===== src/hw/rtl/smf_tep_pkg.sv =====
`default_nettype none
package smf_tep_pkg;

   // sizing
   localparam int MAX_VLQ_BYTES = 4;
   localparam int CAPTURE_BYTES = 4;
   localparam int VLQ_CNT_W     = $clog2(MAX_VLQ_BYTES + 1);
   localparam int CAP_IDX_W     = $clog2(CAPTURE_BYTES + 1);
   localparam int CAP_SEL_W     = (CAPTURE_BYTES > 1) ? $clog2(CAPTURE_BYTES) : 1;
   localparam int VAL_W         = 28;
   localparam int TEMPO_W       = 24;
   localparam int RSP_DEPTH     = 4;
   localparam int RSP_PTR_W     = $clog2(RSP_DEPTH);
   localparam int RSP_CNT_W     = $clog2(RSP_DEPTH + 1);

   // parser phases
   localparam logic [2:0] PH_DELTA   = 3'd0;
   localparam logic [2:0] PH_STATUS  = 3'd1;
   localparam logic [2:0] PH_DATA    = 3'd2;
   localparam logic [2:0] PH_MTYPE   = 3'd3;
   localparam logic [2:0] PH_LEN     = 3'd4;
   localparam logic [2:0] PH_PAYLOAD = 3'd5;
   localparam logic [2:0] PH_SKIP    = 3'd6;

   // outcome codes
   localparam logic [1:0] OUTCOME_EVENT = 2'd0;
   localparam logic [1:0] OUTCOME_END   = 2'd1;
   localparam logic [1:0] OUTCOME_ERROR = 2'd2;

   // event kinds
   localparam logic [1:0] KIND_CHANNEL = 2'd0;
   localparam logic [1:0] KIND_SYSEX   = 2'd1;
   localparam logic [1:0] KIND_META    = 2'd2;
   localparam logic [1:0] KIND_SYSCONT = 2'd3;

   // status bytes and meta types
   localparam logic [7:0] ST_SYSEX      = 8'hF0;
   localparam logic [7:0] ST_SYSCONT    = 8'hF7;
   localparam logic [7:0] ST_META       = 8'hFF;
   localparam logic [7:0] META_CHAN_PFX = 8'h20;
   localparam logic [7:0] META_EOT      = 8'h2F;
   localparam logic [7:0] META_TEMPO    = 8'h51;
   localparam logic [7:0] META_TIMESIG  = 8'h58;

   // timing after reset
   localparam logic [TEMPO_W-1:0] TEMPO_RESET  = 24'd500000;
   localparam logic [7:0]         NUM_RESET    = 8'd4;
   localparam logic [7:0]         DENEXP_RESET = 8'd2;
   localparam logic [7:0]         CLOCKS_RESET = 8'd24;
   localparam logic [7:0]         T32_RESET    = 8'd8;

   typedef struct packed {
      logic [1:0]         outcome;
      logic [1:0]         event_kind;
      logic [VAL_W-1:0]   delta_ticks;
      logic [7:0]         status_value;
      logic [7:0]         channel_number;
      logic [7:0]         data_first;
      logic [7:0]         data_second;
      logic [VAL_W-1:0]   payload_length;
      logic [TEMPO_W-1:0] tempo_usec;
      logic [7:0]         ts_numerator;
      logic [7:0]         sig_denominator_exp;
      logic [15:0]        sig_clock_info;
   } result_type;

endpackage
`default_nettype wire


===== src/hw/rtl/smf_track_event_parser_core.sv =====
`default_nettype none
// channel   | direction | payload                                | handshake
// req       | in        | data_byte, chunk_end                   | req_valid / req_stall
// rsp       | out       | outcome .. sig_clock_info (12 fields)  | rsp_valid / rsp_stall
//
// one track byte is taken per cycle; its parse and the result build are one
// combinational pass from the parser state registers into a 4-word result queue
// a byte gives zero, one or two result words; req_stall rises while fewer than
// two queue slots are free, so the rate is 1 byte per cycle as long as rsp keeps up
// reset (synchronous, active high) starts a fresh track, timing back to defaults
// rsp words leave the queue in order, one per cycle, held while rsp_stall is high
module smf_track_event_parser_core
   import smf_tep_pkg::*;
(
   input  wire logic               clock,
   input  wire logic               reset,
   input  wire logic               req_valid,
   output logic                    req_stall,
   input  wire logic [7:0]         req_data_byte,
   input  wire logic               req_chunk_end,
   output logic                    rsp_valid,
   input  wire logic               rsp_stall,
   output logic [1:0]              rsp_outcome,
   output logic [1:0]              rsp_event_kind,
   output logic [VAL_W-1:0]        rsp_delta_ticks,
   output logic [7:0]              rsp_status_value,
   output logic [7:0]              rsp_channel_number,
   output logic [7:0]              rsp_data_first,
   output logic [7:0]              rsp_data_second,
   output logic [VAL_W-1:0]        rsp_payload_length,
   output logic [TEMPO_W-1:0]      rsp_tempo_usec,
   output logic [7:0]              rsp_ts_numerator,
   output logic [7:0]              rsp_sig_denominator_exp,
   output logic [15:0]             rsp_sig_clock_info
);

   // parser state
   logic [2:0]           phase_ff, phase_in;
   logic [VAL_W-1:0]     delta_ff, delta_in;
   logic [VLQ_CNT_W-1:0] vlq_cnt_ff, vlq_cnt_in;
   logic [7:0]           running_ff, running_in;
   logic [7:0]           prefix_ff, prefix_in;
   logic [7:0]           cur_status_ff, cur_status_in;
   logic [7:0]           meta_ff, meta_in;
   logic [VAL_W-1:0]     remain_ff, remain_in;
   logic [VAL_W-1:0]     total_ff, total_in;
   logic [CAP_IDX_W-1:0] cap_idx_ff, cap_idx_in;
   logic [7:0]           cap_ff [CAPTURE_BYTES];
   logic [7:0]           cap_in [CAPTURE_BYTES];

   // timing state, kept across tracks
   logic [TEMPO_W-1:0]   tempo_ff, tempo_in;
   logic [7:0]           num_ff, num_in;
   logic [7:0]           denexp_ff, denexp_in;
   logic [7:0]           clocks_ff, clocks_in;
   logic [7:0]           t32_ff, t32_in;

   // result queue
   result_type           rsp_q_ff [RSP_DEPTH];
   logic [RSP_PTR_W-1:0] wr_ptr_ff, rd_ptr_ff;
   logic [RSP_CNT_W-1:0] rsp_cnt_ff, rsp_cnt_in;

   logic                 req_accept;
   logic                 rsp_pop;
   logic [1:0]           push_n;
   result_type           word0, word1, end_word;

   logic                 err, done, eot, cap_en;
   logic [7:0]           sb;
   logic [VLQ_CNT_W-1:0] vlq_inc;
   logic [VAL_W-1:0]     vlq_delta, vlq_len;
   logic [1:0]           kind;
   logic [7:0]           ev_status, ev_chan;

   assign req_accept = req_valid && !req_stall;
   assign rsp_pop    = rsp_valid && !rsp_stall;
   // room for two words must be there before a byte is taken
   assign req_stall  = (rsp_cnt_ff > RSP_CNT_W'(RSP_DEPTH - 2));

   assign vlq_inc   = vlq_cnt_ff + VLQ_CNT_W'(1);
   assign vlq_delta = {delta_ff[VAL_W-8:0], req_data_byte[6:0]};
   assign vlq_len   = {remain_ff[VAL_W-8:0], req_data_byte[6:0]};
   assign sb        = req_data_byte[7] ? req_data_byte : running_ff;

   always_comb begin
      phase_in      = phase_ff;
      delta_in      = delta_ff;
      vlq_cnt_in    = vlq_cnt_ff;
      running_in    = running_ff;
      prefix_in     = prefix_ff;
      cur_status_in = cur_status_ff;
      meta_in       = meta_ff;
      remain_in     = remain_ff;
      total_in      = total_ff;
      cap_idx_in    = cap_idx_ff;
      cap_in        = cap_ff;
      tempo_in      = tempo_ff;
      num_in        = num_ff;
      denexp_in     = denexp_ff;
      clocks_in     = clocks_ff;
      t32_in        = t32_ff;
      err           = 1'b0;
      done          = 1'b0;
      eot           = 1'b0;
      cap_en        = 1'b0;
      kind          = KIND_CHANNEL;
      ev_status     = 8'd0;
      ev_chan       = 8'd0;
      push_n        = 2'd0;
      word0         = '0;
      word1         = '0;
      end_word      = '0;

      case (phase_ff)
         PH_DELTA: begin
            delta_in = vlq_delta;
            if (!req_data_byte[7]) begin
               phase_in   = PH_STATUS;
               vlq_cnt_in = '0;
            end else begin
               vlq_cnt_in = vlq_inc;
               if (vlq_inc >= VLQ_CNT_W'(MAX_VLQ_BYTES)) begin
                  err = 1'b1;
               end
            end
         end
         PH_STATUS: begin
            for (int i = 0; i < CAPTURE_BYTES; i++) begin
               cap_in[i] = 8'd0;
            end
            meta_in = 8'd0;
            if (!req_data_byte[7] && running_ff == 8'd0) begin
               // data byte with no running status held
               err = 1'b1;
            end else begin
               cur_status_in = sb;
               if (sb < ST_SYSEX) begin
                  prefix_in  = 8'd0;
                  running_in = sb;
                  total_in   = (sb[7:4] == 4'hC || sb[7:4] == 4'hD) ?
                               VAL_W'(1) : VAL_W'(2);
                  remain_in  = total_in;
                  cap_idx_in = '0;
                  phase_in   = PH_DATA;
                  cap_en     = !req_data_byte[7];
               end else if (sb == ST_SYSEX || sb == ST_SYSCONT) begin
                  running_in = 8'd0;
                  phase_in   = PH_LEN;
                  vlq_cnt_in = '0;
                  remain_in  = '0;
               end else if (sb == ST_META) begin
                  running_in = 8'd0;
                  phase_in   = PH_MTYPE;
               end else begin
                  err = 1'b1;
               end
            end
         end
         PH_DATA, PH_PAYLOAD: begin
            cap_en = 1'b1;
         end
         PH_MTYPE: begin
            meta_in    = req_data_byte;
            phase_in   = PH_LEN;
            vlq_cnt_in = '0;
            remain_in  = '0;
         end
         PH_LEN: begin
            remain_in = vlq_len;
            if (!req_data_byte[7]) begin
               vlq_cnt_in = '0;
               total_in   = vlq_len;
               cap_idx_in = '0;
               if (vlq_len == '0) begin
                  done = 1'b1;
               end else begin
                  phase_in = PH_PAYLOAD;
               end
            end else begin
               vlq_cnt_in = vlq_inc;
               if (vlq_inc >= VLQ_CNT_W'(MAX_VLQ_BYTES)) begin
                  err = 1'b1;
               end
            end
         end
         default: begin
         end
      endcase

      // store one payload byte while capture room is left, and count it off
      if (cap_en) begin
         if (cap_idx_in < CAP_IDX_W'(CAPTURE_BYTES)) begin
            cap_in[cap_idx_in[CAP_SEL_W-1:0]] = req_data_byte;
            cap_idx_in = cap_idx_in + CAP_IDX_W'(1);
         end
         remain_in = remain_in - VAL_W'(1);
         if (remain_in == '0) begin
            done = 1'b1;
         end
      end

      // event fields; a channel event takes its channel from the status, others the prefix held before this event
      if (cur_status_in < ST_SYSEX) begin
         kind      = KIND_CHANNEL;
         ev_status = cur_status_in;
         ev_chan   = {4'd0, cur_status_in[3:0]};
      end else begin
         ev_chan = prefix_ff;
         if (cur_status_in == ST_SYSEX) begin
            kind      = KIND_SYSEX;
            ev_status = ST_SYSEX;
         end else if (cur_status_in == ST_SYSCONT) begin
            kind      = KIND_SYSCONT;
            ev_status = ST_SYSCONT;
         end else begin
            kind      = KIND_META;
            ev_status = meta_in;
         end
      end

      // meta side effects
      if (!err && done && kind == KIND_META) begin
         case (meta_in)
            META_CHAN_PFX: begin
               if (total_in != '0) begin
                  prefix_in = cap_in[0];
               end
            end
            META_EOT: begin
               eot = 1'b1;
            end
            META_TEMPO: begin
               if (total_in == VAL_W'(3)) begin
                  tempo_in = {cap_in[0], cap_in[1], cap_in[2]};
               end
            end
            META_TIMESIG: begin
               if (total_in == VAL_W'(4)) begin
                  num_in    = cap_in[0];
                  denexp_in = cap_in[1];
                  clocks_in = cap_in[2];
                  t32_in    = cap_in[3];
               end
            end
            default: begin
            end
         endcase
      end

      // end words carry only the timing
      end_word.tempo_usec          = tempo_in;
      end_word.ts_numerator        = num_in;
      end_word.sig_denominator_exp = denexp_in;
      end_word.sig_clock_info      = {clocks_in, t32_in};

      if (err) begin
         word0         = end_word;
         word0.outcome = OUTCOME_ERROR;
         push_n        = 2'd1;
         phase_in      = PH_SKIP;
      end else if (done) begin
         word0                = end_word;
         word0.outcome        = OUTCOME_EVENT;
         word0.event_kind     = kind;
         word0.delta_ticks    = delta_in;
         word0.status_value   = ev_status;
         word0.channel_number = ev_chan;
         word0.data_first     = (total_in > VAL_W'(0)) ? cap_in[0] : 8'd0;
         word0.data_second    = (total_in > VAL_W'(1)) ? cap_in[1] : 8'd0;
         word0.payload_length = total_in;
         push_n               = 2'd1;
         delta_in             = '0;
         vlq_cnt_in           = '0;
         phase_in             = PH_DELTA;
         if (eot || req_chunk_end) begin
            word1         = end_word;
            word1.outcome = OUTCOME_END;
            push_n        = 2'd2;
            phase_in      = PH_SKIP;
         end
      end else if (req_chunk_end && phase_in != PH_SKIP) begin
         // chunk ran out inside an event
         word0         = end_word;
         word0.outcome = OUTCOME_ERROR;
         push_n        = 2'd1;
      end

      // chunk end starts a fresh track, timing stays
      if (req_chunk_end) begin
         phase_in      = PH_DELTA;
         delta_in      = '0;
         vlq_cnt_in    = '0;
         running_in    = 8'd0;
         prefix_in     = 8'd0;
         cur_status_in = 8'd0;
         meta_in       = 8'd0;
         remain_in     = '0;
         total_in      = '0;
         cap_idx_in    = '0;
         for (int i = 0; i < CAPTURE_BYTES; i++) begin
            cap_in[i] = 8'd0;
         end
      end
   end

   always_ff @(posedge clock) begin
      if (reset) begin
         phase_ff      <= PH_DELTA;
         delta_ff      <= '0;
         vlq_cnt_ff    <= '0;
         running_ff    <= 8'd0;
         prefix_ff     <= 8'd0;
         cur_status_ff <= 8'd0;
         meta_ff       <= 8'd0;
         remain_ff     <= '0;
         total_ff      <= '0;
         cap_idx_ff    <= '0;
         for (int i = 0; i < CAPTURE_BYTES; i++) begin
            cap_ff[i] <= 8'd0;
         end
         tempo_ff      <= TEMPO_RESET;
         num_ff        <= NUM_RESET;
         denexp_ff     <= DENEXP_RESET;
         clocks_ff     <= CLOCKS_RESET;
         t32_ff        <= T32_RESET;
      end else if (req_accept) begin
         phase_ff      <= phase_in;
         delta_ff      <= delta_in;
         vlq_cnt_ff    <= vlq_cnt_in;
         running_ff    <= running_in;
         prefix_ff     <= prefix_in;
         cur_status_ff <= cur_status_in;
         meta_ff       <= meta_in;
         remain_ff     <= remain_in;
         total_ff      <= total_in;
         cap_idx_ff    <= cap_idx_in;
         cap_ff        <= cap_in;
         tempo_ff      <= tempo_in;
         num_ff        <= num_in;
         denexp_ff     <= denexp_in;
         clocks_ff     <= clocks_in;
         t32_ff        <= t32_in;
      end
   end

   // result queue
   always_comb begin
      rsp_cnt_in = rsp_cnt_ff - RSP_CNT_W'(rsp_pop);
      if (req_accept) begin
         rsp_cnt_in = rsp_cnt_in + RSP_CNT_W'(push_n);
      end
   end

   always_ff @(posedge clock) begin
      if (reset) begin
         wr_ptr_ff  <= '0;
         rd_ptr_ff  <= '0;
         rsp_cnt_ff <= '0;
      end else begin
         rsp_cnt_ff <= rsp_cnt_in;
         if (req_accept) begin
            wr_ptr_ff <= wr_ptr_ff + RSP_PTR_W'(push_n);
         end
         if (rsp_pop) begin
            rd_ptr_ff <= rd_ptr_ff + RSP_PTR_W'(1);
         end
      end
   end

   always_ff @(posedge clock) begin
      if (req_accept && push_n != 2'd0) begin
         rsp_q_ff[wr_ptr_ff] <= word0;
      end
      if (req_accept && push_n == 2'd2) begin
         rsp_q_ff[wr_ptr_ff + RSP_PTR_W'(1)] <= word1;
      end
   end

   assign rsp_valid               = (rsp_cnt_ff != '0);
   assign rsp_outcome             = rsp_q_ff[rd_ptr_ff].outcome;
   assign rsp_event_kind          = rsp_q_ff[rd_ptr_ff].event_kind;
   assign rsp_delta_ticks         = rsp_q_ff[rd_ptr_ff].delta_ticks;
   assign rsp_status_value        = rsp_q_ff[rd_ptr_ff].status_value;
   assign rsp_channel_number      = rsp_q_ff[rd_ptr_ff].channel_number;
   assign rsp_data_first          = rsp_q_ff[rd_ptr_ff].data_first;
   assign rsp_data_second         = rsp_q_ff[rd_ptr_ff].data_second;
   assign rsp_payload_length      = rsp_q_ff[rd_ptr_ff].payload_length;
   assign rsp_tempo_usec          = rsp_q_ff[rd_ptr_ff].tempo_usec;
   assign rsp_ts_numerator        = rsp_q_ff[rd_ptr_ff].ts_numerator;
   assign rsp_sig_denominator_exp = rsp_q_ff[rd_ptr_ff].sig_denominator_exp;
   assign rsp_sig_clock_info      = rsp_q_ff[rd_ptr_ff].sig_clock_info;

   // checks
   a_queue_bound: assert property (@(posedge clock) disable iff (reset)
      rsp_cnt_ff <= RSP_CNT_W'(RSP_DEPTH))
      else $error("result queue overflow");

   // an overlong vlq leaves the count at its limit until the chunk ends
   a_vlq_bound: assert property (@(posedge clock) disable iff (reset)
      phase_ff != PH_SKIP |-> vlq_cnt_ff < VLQ_CNT_W'(MAX_VLQ_BYTES))
      else $error("vlq byte count past limit");

   a_payload_nonzero: assert property (@(posedge clock) disable iff (reset)
      (phase_ff == PH_DATA || phase_ff == PH_PAYLOAD) |-> remain_ff != '0)
      else $error("payload phase with nothing left");

   a_chunk_end_fresh: assert property (@(posedge clock) disable iff (reset)
      req_accept && req_chunk_end |=>
         phase_ff == PH_DELTA && running_ff == 8'd0 && prefix_ff == 8'd0)
      else $error("chunk end did not start a fresh track");

   a_error_skips: assert property (@(posedge clock) disable iff (reset)
      req_accept && err && !req_chunk_end |=> phase_ff == PH_SKIP)
      else $error("error did not enter skip");

endmodule
`default_nettype wire

===== config.mk =====
export PLATFORM = sky130hd
export DESIGN_NAME = smf_track_event_parser_core
export DESIGN_NICKNAME = d
export VERILOG_FILES = /design/src/hw/rtl/smf_tep_pkg.sv /design/src/hw/rtl/smf_track_event_parser_core.sv
export SDC_FILE = /design/constraint.sdc
export NUM_CORES = 2
export LEC_CHECK = 0
export BUFFER_PORTS_ARGS = -buffer_cell sky130_fd_sc_hd__buf_4
export CORE_ASPECT_RATIO = 1.1
export CORE_UTILIZATION = 50
export CTS_CLUSTER_SIZE = 30
export DETAILED_ROUTE_END_ITERATION = 8
export PLACE_DENSITY = 0.76
export SETUP_SLACK_MARGIN = 0.05
export SYNTH_ARGS = -nofsm -noshare
export SYNTH_HDL_FRONTEND = slang
export SYNTH_SLANG_ARGS = --single-unit

===== constraint.sdc =====
create_clock -name clock -period 8.37 [get_ports clock]
set_clock_uncertainty 0.15 [all_clocks]
set_input_delay 1.674 -clock clock [delete_from_list [all_inputs] [get_ports clock]]
set_output_delay 1.674 -clock clock [all_outputs]
set_load 0.02 [all_outputs]

Word-level counts from Yosys, hierarchy flattened
Memory sizes are Yosys's and may differ from the RTL's. A register that Yosys moved wholly into a read port is not among the register bits.
Index checks and enable logic that the tools add are counted.
- register bits after elaboration: 220
- memory bits (writable): 592
- ROM bits: 0
- memories: 1
- latch bits: 0
- output and inout bits: 150
- word-level logic and storage cells: 218
- bitwise logic cells: 1
- $add $sub $neg: 8
- divide/modulo/power cells: 0
- $lt $le $gt $ge: 9
- shift-type cells: 0
- multipliers: 0
- reductions and logical operators: 28
- equality and inequality tests: 22
- mux-type cells: 127
- memory list (memory ; words ; bits a word ; read ports ; clocked after Yosys merged registers in ; write ports ; RTL line ; RTL):
    rsp_q_ff ; 4 ; 148 ; 1 ; 1 ; 2 ; smf_track_event_parser_core.sv:59 ; result_type rsp_q_ff [RSP_DEPTH];
- operator list (kind ; count):
    $mux 148 ; 3
    $mux 147 ; 3
    $mux 28 ; 13
    $mux 8 ; 37
    $mux 32 ; 4
    $pmux 28 s3 ; 1
    $mux 3 ; 25
    $mux 24 ; 3
    $gt 28x1->1 const B ; 2
    $logic_not 28->1 ; 2
    $pmux 28 s2 ; 1
    $eq 8x8->1 const B ; 5
    $bwmux 32 ; 1
    $eq 28x2->1 const B ; 1
    $eq 28x3->1 const B ; 1
    $reduce_bool 28->1 ; 1
    $sub 28x1->28 const B ; 1
    $mux 1 ; 21
    $demux 8 s2 ; 1
    $eq 8x6->1 const B ; 2
    $eq 8x7->1 const B ; 2
    $lt 8x8->1 const B ; 2
    $mux 2 ; 8
    $pmux 8 s2 ; 1
    other kinds (31) ; 54

Depth between registers and ports, before layout
- word-level depth: 22
- depth in mapped cells: 23

Worst setup path after synthesis
OpenSTA, ideal clock, no wires.
- path kind: input to register
- start point: in req_data_byte[7]
- end point: mem rsp_q_ff[3][0] (netlist bit) (enable)
- arrival time: 6741 ps
- buffers on the path: 2
- stages on the path: 18
- data required time: 7489 ps
- path slack: 747 ps
- cell sequence: buf_4 mux2_2 or4_4 a21oi_1 o21ai_0 nand2_1 ha_1 nand2_1 nor3_1 nand3_1 or4b_4 o31a_1 o22ai_1 or4_4 o22ai_4 a32oi_1 buf_2 clkinv_1
- RTL lines (element ; RTL line ; RTL):
    start: declaration ; smf_track_event_parser_core.sv:19 ; input wire logic [7:0] req_data_byte,
    end: declaration ; smf_track_event_parser_core.sv:59 ;

==> summary by stage <==
Finish
The final antenna diode count is 0. The post-layout instance count excluding filler cells is 4,369. The filler cells instantiated in the layout total roughly 6,000. The final standard cell area without fillers is ~41,000 um^2. The ratio of cells with drive above 1 in the final layout is 18.0%. The signed area change from the synthesized netlist to the final layout is 13.2%. For this run, the post-layout net count is about 3,400.

Die
After floorplanning, the core was sized to cover roughly 70,000 um^2. The die covers 73,900 um^2. In this run the count of I/O pins placed on the die edge is 163. The floorplan has slightly above 100 rows.

The initial standard-cell utilization of the core is a little over 50%. The horizontal die dimension is roughly 260 um. The floorplan step set the die height to between 200 and 300 um.

Synthesis
The synthesized netlist cell count is about 3,400. For this run, the number of Yosys warnings is 0. The average footprint of a synthesized cell is between 10 and 15 um^2. The cell type with the largest total area after synthesis is sky130_fd_sc_hd__dfxtp_1. In the synthesized netlist the async set-or-reset flop fraction comes to 0%. By count the netlist is led by sky130_fd_sc_hd__dfxtp_1 (586), sky130_fd_sc_hd__a21oi_1 (327), sky130_fd_sc_hd__edfxtp_1 (228).

The cell area that synthesis handed to floorplanning was 36,400 um^2. In the post-synthesis netlist, the biggest area contributors are sky130_fd_sc_hd__dfxtp_1 (32%), sky130_fd_sc_hd__edfxtp_1 (19%), sky130_fd_sc_hd__mux4_2 (9.2%). The unique cell type count in the Yosys netlist is 84. The fraction of the yosys area taken by sequential cells is 51.0%. By instance count, the leading cell after synthesis is sky130_fd_sc_hd__dfxtp_1. The most used flip-flop cell after synthesis is sky130_fd_sc_hd__dfxtp_1. After synthesis the netlist holds a flip-flop and latch count of about 800. The share of Yosys cell area claimed by the top area cell type is about 32%. The synthesized net count is 3,376. The number of synthesized flops with an enable pin is approximately 230.

Detailed routing
The first-pass iteration count of the detailed router is 6. The post-detailed-route count of antenna-violating nets is 0. The number of design-rule violations left by the first detailed-router iteration is around 3,600. After detailed routing, the number of remaining DRC violations is 0.

The routed via count is between 20,000 and 30,000. For this block, the routed nets add up to about 110,000 um of wire. Dividing the detail-routed via count by the number of cells gives about 6.7. The post-detailed-route wirelength per cell is ~25 um.

Clock network
For this design, the CTS-stage hold fixing added 0 buffers. The count of cells resized by post-cts repair is 0. TritonCTS built the clock tree. Clock tree synthesis inserted a total of between 80 and 90 buffers.

Clock tree synthesis found a total of around 810 sinks. CTS placed an instance of sky130_fd_sc_hd__clkbuf_16 at the clock tree root. In this run the deepest clock path goes through 3 buffers.

The clock latency on the worst-skew pair is about 0.67 ns. The H-tree was split into 3 levels. Buffers added to address setup during post-CTS repair amount to 0.

The clock transition at the registers of the reported paths is about 0.06 ns.

GRT
Across every metal layer, demand over resource in global routing totals between 20 and 30%. The number of antenna violations at the first check in global routing is 1. The via count of the first global-routing pass is around 29,000. The global-route met1 utilization is 36.2%.

The overall overflow remaining after global route is 0. The pin count of the biggest net entering global routing is 107. For met3 alone, demand over resource in global routing was between 5 and 6%. The met2 track demand over resource in global routing is between 40% and 50%. The busiest layer in global routing is met2.

The first-pass GRT wire length is roughly 170,000 um.

Hold path
The worst hold path belongs to the class reg -> reg.

Placement
The global placer's final weighted congestion is 0.965. The area after detailed placement is around 38,000 um^2. Input and output buffers added on the ports amount to ~160.

The detailed-placement wirelength estimate is 66,500 um. OpenSTA, run right after detailed placement, puts the worst setup slack at between 0.8 and 0.9 ns. The number of cells in the design after placement is 4,219.

Critical path
STA puts the critical path data arrival time at ~7.4 ns. The worst setup path endpoint is rsp_q_ff[1][20]. The startpoint of the most critical register-to-register path is phase_ff[0]. In this run the critical register-to-register path is captured at rsp_q_ff[1][20].

The setup slack on the worst flop-to-flop path is between 1.5 and 2 ns. The critical path is of the in -> reg type. The nature of the critical path endpoint is a flop. The length in cells of the worst reg-to-reg path is 17. Of all nets on the critical path, the largest fanout is 30. The startpoint type of the worst setup path is an input pin. In this run the worst setup path begins at req_data_byte[7].

The critical path data required time is about 8.7 ns.

Run
The number of max-capacitance violations reported is 0.

STA
Measured against its own limit, the worst slew margin works out to 5.81%. Setup violations remaining at the end of the flow were counted as 0. The worst path setup slack after routing is between 1 and 1.5 ns. The shortest clock period the worst path allows after layout is 7.05 ns. Setup repair after global routing left no endpoint under its margin.

Dividing the final minimum period by the clock period gives between 80 and 90%. The final count of pins violating max slew is 0. Derived from the worst setup path, the maximum achievable clock frequency is 0.142 GHz. Summed over all failing endpoints, the final setup total negative slack is 0 ns. The number of endpoints with negative hold slack in the final report came to 0.

The pin slew with the least headroom to its limit is between 1 and 1.5 ns.

Power and ir drop
The worst-case IR drop observed on VDD is approximately 0.17 mV. The leakage power is between 0.01 and 0.015 uW. The total power density per cell area is 242 nW/um^2.

Status
The flow ran to the end, and the final reports show no timing, DRC or antenna violations.
-- worst min-delay path by stage --
stage / endpoint / slack (ns) / from / cells after the start
after floorplan: rsp_q_ff[2][100] / 0.28 / rsp_q_ff[2][100] / 1
after global placement: rsp_q_ff[0][84] / 0.29 / rsp_q_ff[0][84] / 2
after detailed placement: rsp_q_ff[3][137] / 0.29 / rsp_q_ff[3][137] / 1
after CTS: rsp_q_ff[2][91] / 0.31 / rsp_q_ff[2][91] / 2
after global routing: rsp_q_ff[3][129] / 0.32 / rsp_q_ff[3][129] / 1
final: rsp_q_ff[2][139] / 0.31 / rsp_q_ff[2][139] / 1
-- per-layer routing --
metal  wire, um  vias to the layer above  part of all wire, %
met1      41000                    14400                   37
met2      53700                     1601                   49
met5          0                        -                    0
met3       9660                      329                  8.8
li1           -                    13000                    -
met4       5580                        0                  5.1
-- cell type report --
| cell class | instances | area (um^2) | share of cell area (%) |
|---|---|---|---|
| clock inverters | 41 | 584 | 1.42 |
| multi-input cells | 2141 | 16400 | 39.7 |
| repair buffers | 244 | 1950 | 4.73 |
| flip-flops and latches | 814 | 18600 | 45.1 |
| clock buffers | 109 | 2290 | 5.56 |
| well taps | 945 | 1180 | 2.87 |
| inverters | 75 | 282 | 0.683 |
-- per-stage QoR --
step	util [%]	power, uW	hold WS [ns]
after floorplan	-	5520	0.277
after global placement	53.3	6160	0.289
after detailed placement	53.3	6170	0.291
after CTS	57.3	10000	0.305
after global routing	57.3	10300	0.317
final	57.3	9980	0.307
-- cells by family after synthesis --
group / Yosys count / synth area share [%]
xor gates and xnor gates: 29 / 0.697
muxes: 230 / 11.5
and+or+nand+nor: 709 / 9.32
AOI/OAI and AO/OA: 1161 / 22.7
adders and majority gates: 12 / 0.412
buffers and inverters: 396 / 4.42
DFF: 814 / 51.0
-- where the power goes --
group,switching [uW],total [uW],internal (uW)
clock network,1610,3900,2290
registers,118,4270,4150
logic,1120,1810,692
total,2850,9980,7130
-- cell usage in the layout, fill, tap and decap left out, types with 16 or more instances in the layout --
| master | Yosys | layout |
|---|---|---|
| sky130_fd_sc_hd__a22o_1 | 154 | 154 |
| sky130_fd_sc_hd__xnor2_1 | 19 | 19 |
| sky130_fd_sc_hd__a32o_1 | 65 | 65 |
| sky130_fd_sc_hd__buf_4 | 10 | 234 |
| sky130_fd_sc_hd__o21ai_0 | 137 | 137 |
| sky130_fd_sc_hd__o32ai_1 | 33 | 33 |
| sky130_fd_sc_hd__mux4_2 | 148 | 148 |
| sky130_fd_sc_hd__clkbuf_16 | 0 | 81 |
| sky130_fd_sc_hd__nor4_1 | 34 | 33 |
| sky130_fd_sc_hd__dfxtp_1 | 586 | 584 |
| sky130_fd_sc_hd__nor2_1 | 211 | 206 |
| sky130_fd_sc_hd__nand2_1 | 204 | 203 |
| sky130_fd_sc_hd__a31o_2 | 23 | 23 |
| sky130_fd_sc_hd__edfxtp_1 | 228 | 228 |
| sky130_fd_sc_hd__clkbuf_8 | 0 | 16 |
| sky130_fd_sc_hd__a21oi_1 | 327 | 323 |
| sky130_fd_sc_hd__nor3_1 | 52 | 51 |
| sky130_fd_sc_hd__a31oi_1 | 19 | 19 |
| sky130_fd_sc_hd__inv_1 | 70 | 70 |
| sky130_fd_sc_hd__nand3_1 | 74 | 74 |
| sky130_fd_sc_hd__mux2i_1 | 68 | 68 |
| sky130_fd_sc_hd__o2bb2ai_1 | 159 | 159 |
| sky130_fd_sc_hd__a22oi_1 | 107 | 106 |
| sky130_fd_sc_hd__and3_1 | 24 | 24 |
-- flip-flops by register name, summed over array words and instances (netlist names), named ones only --
signal and flops:
vlq_cnt_ff 3, rsp_cnt_ff 3, remain_ff 28, clocks_ff 8
tempo_ff 24, rsp_q_ff 592, cap_ff 32, total_ff 28
phase_ff 3, cap_idx_ff 3, denexp_ff 8, prefix_ff 8
t32_ff 8, running_ff 8, rd_ptr_ff 2, wr_ptr_ff 2
cur_status_ff 8, num_ff 8, delta_ff 28, meta_ff 8
-- critical path, cell delays in order --
cell                      delay [ns]
sky130_fd_sc_hd__buf_4          0.20
sky130_fd_sc_hd__mux2_2         0.42
sky130_fd_sc_hd__or4_4          0.54
sky130_fd_sc_hd__a21oi_1        0.25
sky130_fd_sc_hd__o21ai_0        0.19
sky130_fd_sc_hd__nand2_1        0.21
sky130_fd_sc_hd__ha_1           0.30
sky130_fd_sc_hd__nand2_1        0.09
sky130_fd_sc_hd__nor3_1         0.18
sky130_fd_sc_hd__nand3_1        0.19
sky130_fd_sc_hd__or4b_4         0.60
sky130_fd_sc_hd__nor4_1         0.30
sky130_fd_sc_hd__o22ai_1        0.17
sky130_fd_sc_hd__or4_4          0.57
sky130_fd_sc_hd__o21ai_4        0.45
sky130_fd_sc_hd__buf_4          0.48
sky130_fd_sc_hd__nand3_1        0.24
sky130_fd_sc_hd__a21oi_1        0.26
(Power assumes the default switching activity.)
